`src/rtl/core/sorted_priority_queue_defines.svh`:
```
// Assertion macros for the sorted priority queue RTL.
`ifndef SORTED_PRIORITY_QUEUE_DEFINES_SVH
`define SORTED_PRIORITY_QUEUE_DEFINES_SVH

// The consequent must hold in the same cycle as the antecedent.
`define SPQ_ASSERT_NOW(label, clk, rst, ante, cons, msg) \
   label: assert property (@(posedge clk) disable iff (rst) (ante) |-> (cons)) \
      else $error(msg);

// The consequent must hold in the cycle after the antecedent.
`define SPQ_ASSERT_NEXT(label, clk, rst, ante, cons, msg) \
   label: assert property (@(posedge clk) disable iff (rst) (ante) |=> (cons)) \
      else $error(msg);

`endif

```
`src/rtl/core/spq_pkg.sv`:
```
package spq_pkg;

   localparam int VALUE_W  = 32;
   localparam int POS_W    = 4;
   localparam int COUNT_W  = 5;

   localparam logic [1:0] REQ_INSERT = 2'd0;
   localparam logic [1:0] REQ_REMOVE = 2'd1;
   localparam logic [1:0] REQ_FIND   = 2'd2;

   localparam logic [1:0] ST_DONE = 2'd0;
   localparam logic [1:0] ST_MISS = 2'd1;
   localparam logic [1:0] ST_FULL = 2'd2;

   typedef struct packed {
      logic                      ins;
      logic                      del;
      logic signed [VALUE_W-1:0] value;
   } cell_cmd_type;

   typedef struct packed {
      logic                      occ;
      logic                      lt;
      logic                      eq;
      logic signed [VALUE_W-1:0] value;
      logic                      next_occ;
      logic signed [VALUE_W-1:0] next_value;
   } cell_view_type;

endpackage

```
`src/rtl/core/sorted_priority_queue.sv`:
```
// Sorted priority queue of signed 32-bit values, ascending, up to CAPACITY entries.
// Request channel (req_valid, req_stall, req_type, req_item_value): insert, remove
// the first equal entry, or find the first equal entry.
// Response channel (rsp_valid, rsp_stall, rsp_*): one transaction per request with
// status, rank of the affected entry, head value, head valid flag and entry count.
// Every entry sits in its own cell; all cells compare against the request value in
// parallel and shift toward their neighbors in the same cycle, so a request takes
// effect at the edge that accepts it.
// The response is registered: it is valid in the cycle after acceptance.
// Throughput is one request per cycle, set by the single compare-and-shift step of
// the cell row, as long as the response register drains.
// When the receiver stalls, the response register holds and req_stall rises until
// the held transaction is taken.
// Reset empties the queue and drops any pending response; the block accepts
// requests right after it.
`include "sorted_priority_queue_defines.svh"

module sorted_priority_queue #(
   parameter int CAPACITY = 16
) (
   input  logic                              clock,
   input  logic                              reset,
   input  logic                              req_valid,
   output logic                              req_stall,
   input  logic [1:0]                        req_type,
   input  logic signed [spq_pkg::VALUE_W-1:0] req_item_value,
   output logic                              rsp_valid,
   input  logic                              rsp_stall,
   output logic [1:0]                        rsp_status,
   output logic [spq_pkg::POS_W-1:0]         rsp_position,
   output logic signed [spq_pkg::VALUE_W-1:0] rsp_head_value,
   output logic                              rsp_head_valid,
   output logic [spq_pkg::COUNT_W-1:0]       rsp_entry_count
);
   import spq_pkg::*;

   localparam int CW = $clog2(CAPACITY + 1);

   cell_cmd_type              cmd;
   cell_view_type             views [CAPACITY];
   cell_view_type             left_edge;
   cell_view_type             right_edge;
   logic [CAPACITY-1:0]       occ_vec;
   logic [CAPACITY-1:0]       edge_vec;
   logic [CW-1:0]             rank;
   logic                      found;
   logic                      full;
   logic                      accept;

   logic [CW-1:0]             count_ff;
   logic [CW-1:0]             count_in;
   logic                      rsp_valid_ff;
   logic                      rsp_valid_in;
   logic [1:0]                status_ff;
   logic [1:0]                status_in;
   logic [POS_W-1:0]          position_ff;
   logic [POS_W-1:0]          position_in;
   logic signed [VALUE_W-1:0] head_value_ff;
   logic signed [VALUE_W-1:0] head_value_in;
   logic                      head_valid_ff;
   logic                      head_valid_in;
   logic [COUNT_W-1:0]        entry_count_ff;
   logic [COUNT_W-1:0]        entry_count_in;
   logic [CW+POS_W-1:0]       rank_ext;
   logic [CW+COUNT_W-1:0]     count_ext;

   assign req_stall = rsp_valid_ff && rsp_stall;
   assign accept    = req_valid && !req_stall;
   assign full      = (count_ff == CW'(CAPACITY));

   assign left_edge  = '{occ: 1'b0, lt: 1'b1, eq: 1'b0, value: '0,
                         next_occ: 1'b0, next_value: '0};
   assign right_edge = '{occ: 1'b0, lt: 1'b0, eq: 1'b0, value: '0,
                         next_occ: 1'b0, next_value: '0};

   assign cmd.value = req_item_value;
   assign cmd.ins   = accept && (req_type == REQ_INSERT) && !full;
   assign cmd.del   = accept && (req_type == REQ_REMOVE) && found;

   for (genvar i = 0; i < CAPACITY; i++) begin : g_cell
      cell_view_type left_view;
      cell_view_type right_view;
      if (i == 0) begin : g_first
         assign left_view = left_edge;
      end else begin : g_mid_left
         assign left_view = views[i-1];
      end
      if (i == CAPACITY - 1) begin : g_last
         assign right_view = right_edge;
      end else begin : g_mid_right
         assign right_view = views[i+1];
      end
      spq_cell u_cell (
         .clock (clock),
         .reset (reset),
         .cmd   (cmd),
         .left  (left_view),
         .right (right_view),
         .view  (views[i])
      );
      assign occ_vec[i]  = views[i].occ;
      assign edge_vec[i] = left_view.lt && !views[i].lt;
   end

   always_comb begin
      rank  = '0;
      found = 1'b0;
      for (int i = 0; i < CAPACITY; i++) begin
         rank  = rank | (edge_vec[i] ? CW'(i) : '0);
         found = found | (edge_vec[i] && views[i].eq);
      end
   end

   always_comb begin
      rank_ext    = {{POS_W{1'b0}}, rank};
      status_in   = ST_MISS;
      position_in = '0;
      count_in    = count_ff;
      unique case (req_type)
         REQ_INSERT: begin
            if (full) begin
               status_in = ST_FULL;
            end else begin
               status_in   = ST_DONE;
               position_in = rank_ext[POS_W-1:0];
               count_in    = count_ff + 1'b1;
            end
         end
         REQ_REMOVE: begin
            if (found) begin
               status_in   = ST_DONE;
               position_in = rank_ext[POS_W-1:0];
               count_in    = count_ff - 1'b1;
            end
         end
         REQ_FIND: begin
            if (found) begin
               status_in   = ST_DONE;
               position_in = rank_ext[POS_W-1:0];
            end
         end
         default: begin
            status_in = ST_MISS;
         end
      endcase
      count_ext      = {{COUNT_W{1'b0}}, count_in};
      entry_count_in = count_ext[COUNT_W-1:0];
      head_valid_in  = views[0].next_occ;
      head_value_in  = views[0].next_occ ? views[0].next_value : '0;
   end

   always_comb begin
      rsp_valid_in = rsp_valid_ff;
      priority if (accept) begin
         rsp_valid_in = 1'b1;
      end else if (!rsp_stall) begin
         rsp_valid_in = 1'b0;
      end else begin
         rsp_valid_in = rsp_valid_ff;
      end
   end

   always_ff @(posedge clock) begin
      if (reset) begin
         rsp_valid_ff <= 1'b0;
         count_ff     <= '0;
      end else begin
         rsp_valid_ff <= rsp_valid_in;
         if (accept) begin
            count_ff <= count_in;
         end
      end
   end

   always_ff @(posedge clock) begin
      if (accept) begin
         status_ff      <= status_in;
         position_ff    <= position_in;
         head_value_ff  <= head_value_in;
         head_valid_ff  <= head_valid_in;
         entry_count_ff <= entry_count_in;
      end
   end

   assign rsp_valid       = rsp_valid_ff;
   assign rsp_status      = status_ff;
   assign rsp_position    = position_ff;
   assign rsp_head_value  = head_value_ff;
   assign rsp_head_valid  = head_valid_ff;
   assign rsp_entry_count = entry_count_ff;

   `SPQ_ASSERT_NOW(a_occ_matches_count, clock, reset, 1'b1,
      $countones(occ_vec) == int'(count_ff), "Cell occupancy disagrees with the entry count.")
   `SPQ_ASSERT_NOW(a_head_valid_count, clock, reset, rsp_valid_ff,
      rsp_head_valid == (count_ff != '0), "Head valid flag disagrees with the entry count.")
   `SPQ_ASSERT_NEXT(a_remove_shrinks, clock, reset, cmd.del,
      count_ff == $past(count_ff) - 1'b1, "A successful remove did not drop the count by one.")
   `SPQ_ASSERT_NOW(a_one_edge, clock, reset, !full,
      $onehot(edge_vec), "Rank boundary across the cell row is not unique.")

endmodule

```
`src/rtl/core/spq_cell.sv`:
```
module spq_cell (
   input  logic                  clock,
   input  logic                  reset,
   input  spq_pkg::cell_cmd_type  cmd,
   input  spq_pkg::cell_view_type left,
   input  spq_pkg::cell_view_type right,
   output spq_pkg::cell_view_type view
);
   import spq_pkg::*;

   logic                      occ_ff;
   logic                      occ_in;
   logic signed [VALUE_W-1:0] value_ff;
   logic signed [VALUE_W-1:0] value_in;
   logic                      lt;
   logic                      eq;

   assign lt = occ_ff && (value_ff < cmd.value);
   assign eq = occ_ff && (value_ff == cmd.value);

   // Entries at or after the insert point shift right; at or after a removed one, left.
   always_comb begin
      occ_in   = occ_ff;
      value_in = value_ff;
      priority if (cmd.ins && !lt) begin
         if (left.lt) begin
            occ_in   = 1'b1;
            value_in = cmd.value;
         end else begin
            occ_in   = left.occ;
            value_in = left.value;
         end
      end else if (cmd.del && !lt) begin
         occ_in   = right.occ;
         value_in = right.value;
      end else begin
         occ_in   = occ_ff;
         value_in = value_ff;
      end
   end

   always_ff @(posedge clock) begin
      if (reset) begin
         occ_ff <= 1'b0;
      end else begin
         occ_ff <= occ_in;
      end
   end

   always_ff @(posedge clock) begin
      value_ff <= value_in;
   end

   assign view.occ        = occ_ff;
   assign view.lt         = lt;
   assign view.eq         = eq;
   assign view.value      = value_ff;
   assign view.next_occ   = occ_in;
   assign view.next_value = value_in;

endmodule

```
`config.mk`:
```
export PLATFORM = sky130hd
export DESIGN_NAME = sorted_priority_queue
export DESIGN_NICKNAME = d
export VERILOG_FILES = /design/src/rtl/core/spq_pkg.sv /design/src/rtl/core/sorted_priority_queue.sv /design/src/rtl/core/spq_cell.sv
export VERILOG_INCLUDE_DIRS = /design/src /design/src/rtl/core
export SDC_FILE = /design/constraint.sdc
export NUM_CORES = 2
export LEC_CHECK = 0
export ABC_CLOCK_PERIOD_IN_PS = 13670
export BUFFER_PORTS_ARGS = -buffer_cell sky130_fd_sc_hd__clkbuf_2
export CORE_MARGIN = 4
export CORE_UTILIZATION = 65
export CTS_BUF_LIST = sky130_fd_sc_hd__clkbuf_16
export DETAILED_ROUTE_END_ITERATION = 10
export HOLD_SLACK_MARGIN = 0.03
export PLACE_DENSITY = 0.82
export SLEW_MARGIN = 5
export SYNTH_ARGS = -nofsm -noshare
export SYNTH_HDL_FRONTEND = slang
export SYNTH_SLANG_ARGS = --single-unit
```
`constraint.sdc`:
```
create_clock -name clock -period 13.67 [get_ports clock]
set_clock_uncertainty 0.15 [all_clocks]
set_input_delay 2.734 -clock clock [delete_from_list [all_inputs] [get_ports clock]]
set_output_delay 2.734 -clock clock [all_outputs]
set_load 0.03 [all_outputs]
```
==> results.py <==
metrics = {
    "critical_path": {
        "r2r-start": "g_cell[13].u_cell.value_ff[5]$_DFFE_PP_",
        "critPathArrivalTime_ns": 9.32,
        "path_class": "in2reg",
        "startpoint_type": "primary input",
        "cp-end-kind": "flop",
        "r2r_end": "g_cell[10].u_cell.value_ff[7]$_DFFE_PP_",
        "required_ns": 13.80,
        "worst-r2r-cell-count": 14,
        "r2r_slack_ns": 6.86,
        "path_max_fanout": 27,
    },
    "global_route": {
        "grtUsageTotal": 0.379,
        "grt_pass1_wl_mm": 200,
        "grt_overflow_total": 0,
        "antenna_found_initial": 1,
        "grt_max_degree": 73,
        "grt_pass1_vias": 35100,
    },
    "run": {
        "maxCapViolations": 0,
    },
    "placement": {
        "io_buffers": 83,
        "finalWeightedCongestion": 1.02,
        "dpl.hpwl_mm": 95.1,
    },
    "floorplan": {
        "die_h_um": 260,
        "start_util": 0.661,
        "rows": 91,
        "dieWidth_um": 260,
        "io_pins": 84,
        "fp.coreArea_um2": 62200,
        "dieArea_um2": 67300,
    },
    "min_path": {
        "min_to": "g_cell[5].u_cell.occ_ff$_SDFFE_PP0P_",
        "min_path_cells": 2,
        "min_from": "g_cell[5].u_cell.occ_ff$_SDFFE_PP0P_",
        "hold_path_class": "reg2reg",
    },
    "cts": {
        "path_clk_slew_ns": 0.06,
        "cts_setup_buffers": 0,
        "cts_sinks": 578,
        "cts_buffer_depth": 3,
        "clk_latency_ns": 0.63,
        "cts_hold_buf": 0,
        "cts_tree": "built",
        "cts_resized": 0,
        "cts_root_buffer": "clkbuf_16",
        "h-tree-depth": 3,
        "numCtsBuffers": 67,
    },
    "finish": {
        "final_nets": 4971,
        "fin_util": 0.719,
        "area_delta_synth_final_pct": 8.72,
        "drive_gt1_frac": 0.0826,
    },
    "timing": {
        "tns_ns": 0,
        "finalCritPeriodShare": 0.672,
        "period_needed_ns": 9.19,
        "slew_violations": 0,
        "worstMarginPinSlew_ns": 1.23,
        "rsz0062_at_grt": "false",
        "slew_headroom": 0.165,
        "setup_violations": 0,
        "fmax_mhz": 109,
        "hold_violations": 0,
    },
    "routing": {
        "routed_wl_mm": 130,
        "drt_iter0_markers": 4642,
        "wl_per_cell_um": 24.5,
        "dr.pass1.iters": 6,
        "postRouteAntennaNets": 0,
        "avgViaCountPerCell": 6.84,
        "via_count": 36300,
        "drc": 0,
    },
    "yosys": {
        "synth_most_common_cell": "nor2_1",
        "syn_nets": 4971,
        "ys.flop_type": "edfxtp_1",
        "synthDistinctLibCells": 88,
        "netlist_top_cells_count": "nor2_1, a21oi_1, edfxtp_1",
        "avgSynthCellArea_um2": 9.31,
        "yosysWarnings": 0,
        "ys_seq_elements": 578,
        "synthTopCellsByArea": "edfxtp_1, ha_1, a21oi_1, mux2i_1, nor2_1",
        "synthesis.area_um2": 41100,
        "yosysSeqAreaShare": 0.409,
        "syn-instance-count": 4416,
        "synth_edf_count": 524,
        "synth_top_area_cell": "edfxtp_1",
        "netlist.area_leader.share": 0.383,
        "synthArstFlopShare": 0,
    },
    "pwr": {
        "p_leak_uw": 0.0179,
        "peakVddDrop_v": 0.000131,
        "power_density_nw_per_um2": 105,
    },
    "run_status": {
        "outcome": "completed",
    },
}
## final cells by class
class	count	area [µm²]
Fill cell	4724	17500
Clock inverter	53	444
Tap cell	837	1050
Inverter	88	330
Antenna cell	1	2.50
Multi-Input combinational cell	3511	23300
Timing Repair Buffer	170	1070
Clock buffer	69	1730
Sequential cell	578	16800
## report_power, final
part | leakage, µW | switching (µW) | internal, µW
combinational | 0.0115 | 495 | 270
sequential | 0.00529 | 72.6 | 2020
clock | 0.00112 | 770 | 1050
## sequential cells by signal, indices dropped and copies added, names as in the netlist
register	count
count_ff	5
g_cell.u_cell.occ_ff	16
g_cell.u_cell.value_ff	512
rsp_entry_count	5
rsp_head_valid	1
rsp_head_value	32
rsp_position	4
rsp_status	2
rsp_valid	1
## placed cells by master, fill, tap and decap left out, types with 15 or more instances in the layout
cell type  count
nor3_1        79
nor4_1        21
edfxtp_1     524
a31oi_1       40
inv_1         99
nand4_1      115
a211oi_1      29
mux2_2        26
a221oi_1      15
mux2i_1      266
nor2_1       635
buf_4         87
o21ai_0      266
and3_1        24
a21oi_1      649
a21o_1        49
dfxtp_1       54
clkbuf_2      83
clkbuf_16     69
nand2b_1      16
ha_1         517
nand2_1      417
nor2b_1       16
nand3_1       65
## worst max-delay path: stages
cell       delay, ns
clkbuf_2        0.27
inv_1           0.27
buf_4           0.27
ha_1            0.29
nand4_1         0.10
nor4_1          0.87
o21ai_0         0.22
a31oi_1         0.29
mux2_2          0.59
buf_4           0.48
o2111a_1        0.47
a311o_1         0.21
a2111oi_4       0.08
a311oi_4        0.57
nor2_1          0.08
buf_4           0.23
nor2_2          0.83
buf_4           0.43
## stage by stage
stage / power, µW / hold slack [ns] / setup slack (ns) / instance area, µm² / std cells
final: 4680 / 0.399 / 4.48 / 44700 / 5307
after global routing: 4840 / 0.449 / 4.32 / 44700 / 5306
after CTS: 4660 / 0.387 / 4.78 / 44700 / 5306
after detailed placement: 2860 / 0.379 / 4.17 / 42500 / 5184
after global placement: 2830 / 0.372 / 4.18 / 42500 / 5184
after floorplan: 2620 / 0.314 / 4.85 / 41100 / 4416
## worst max-delay path by stage
stage,from,end,slack [ns],cells past startpoint
floorplan,req_item_value[14],g_cell[14].u_cell.value_ff[0]$_DFFE_PP_,4.85,12
global placement,req_item_value[14],g_cell[10].u_cell.value_ff[9]$_DFFE_PP_,4.18,17
detailed placement,req_item_value[14],g_cell[10].u_cell.value_ff[9]$_DFFE_PP_,4.17,17
CTS,req_item_value[14],g_cell[10].u_cell.value_ff[5]$_DFFE_PP_,4.78,17
global route,req_item_value[8],g_cell[10].u_cell.value_ff[7]$_DFFE_PP_,4.32,18
finish,req_item_value[8],g_cell[10].u_cell.value_ff[7]$_DFFE_PP_,4.48,18
## cells by family after synthesis
kind of cell             synth area share
multiplexers                       0.0757
flip-flops                          0.409
AND/OR/NAND/NOR                     0.164
XOR/XNOR                          0.00107
adder cells (fa/ha/maj)             0.157
AO/OA/AOI/OAI                       0.163
buffers and inverters              0.0303
## layer usage
| layer | share of wire | up-vias | global-route usage |
|---|---|---|---|
| met4 | 0.061 | 0 | 0.193 |
| met1 | 0.38 | 17200 | 0.497 |
| met2 | 0.45 | 2205 | 0.604 |
| li1 | - | 16400 | - |
| met3 | 0.10 | 513 | 0.0727 |
| met5 | 0 | - | 0 |
(Power assumes the default switching activity.)
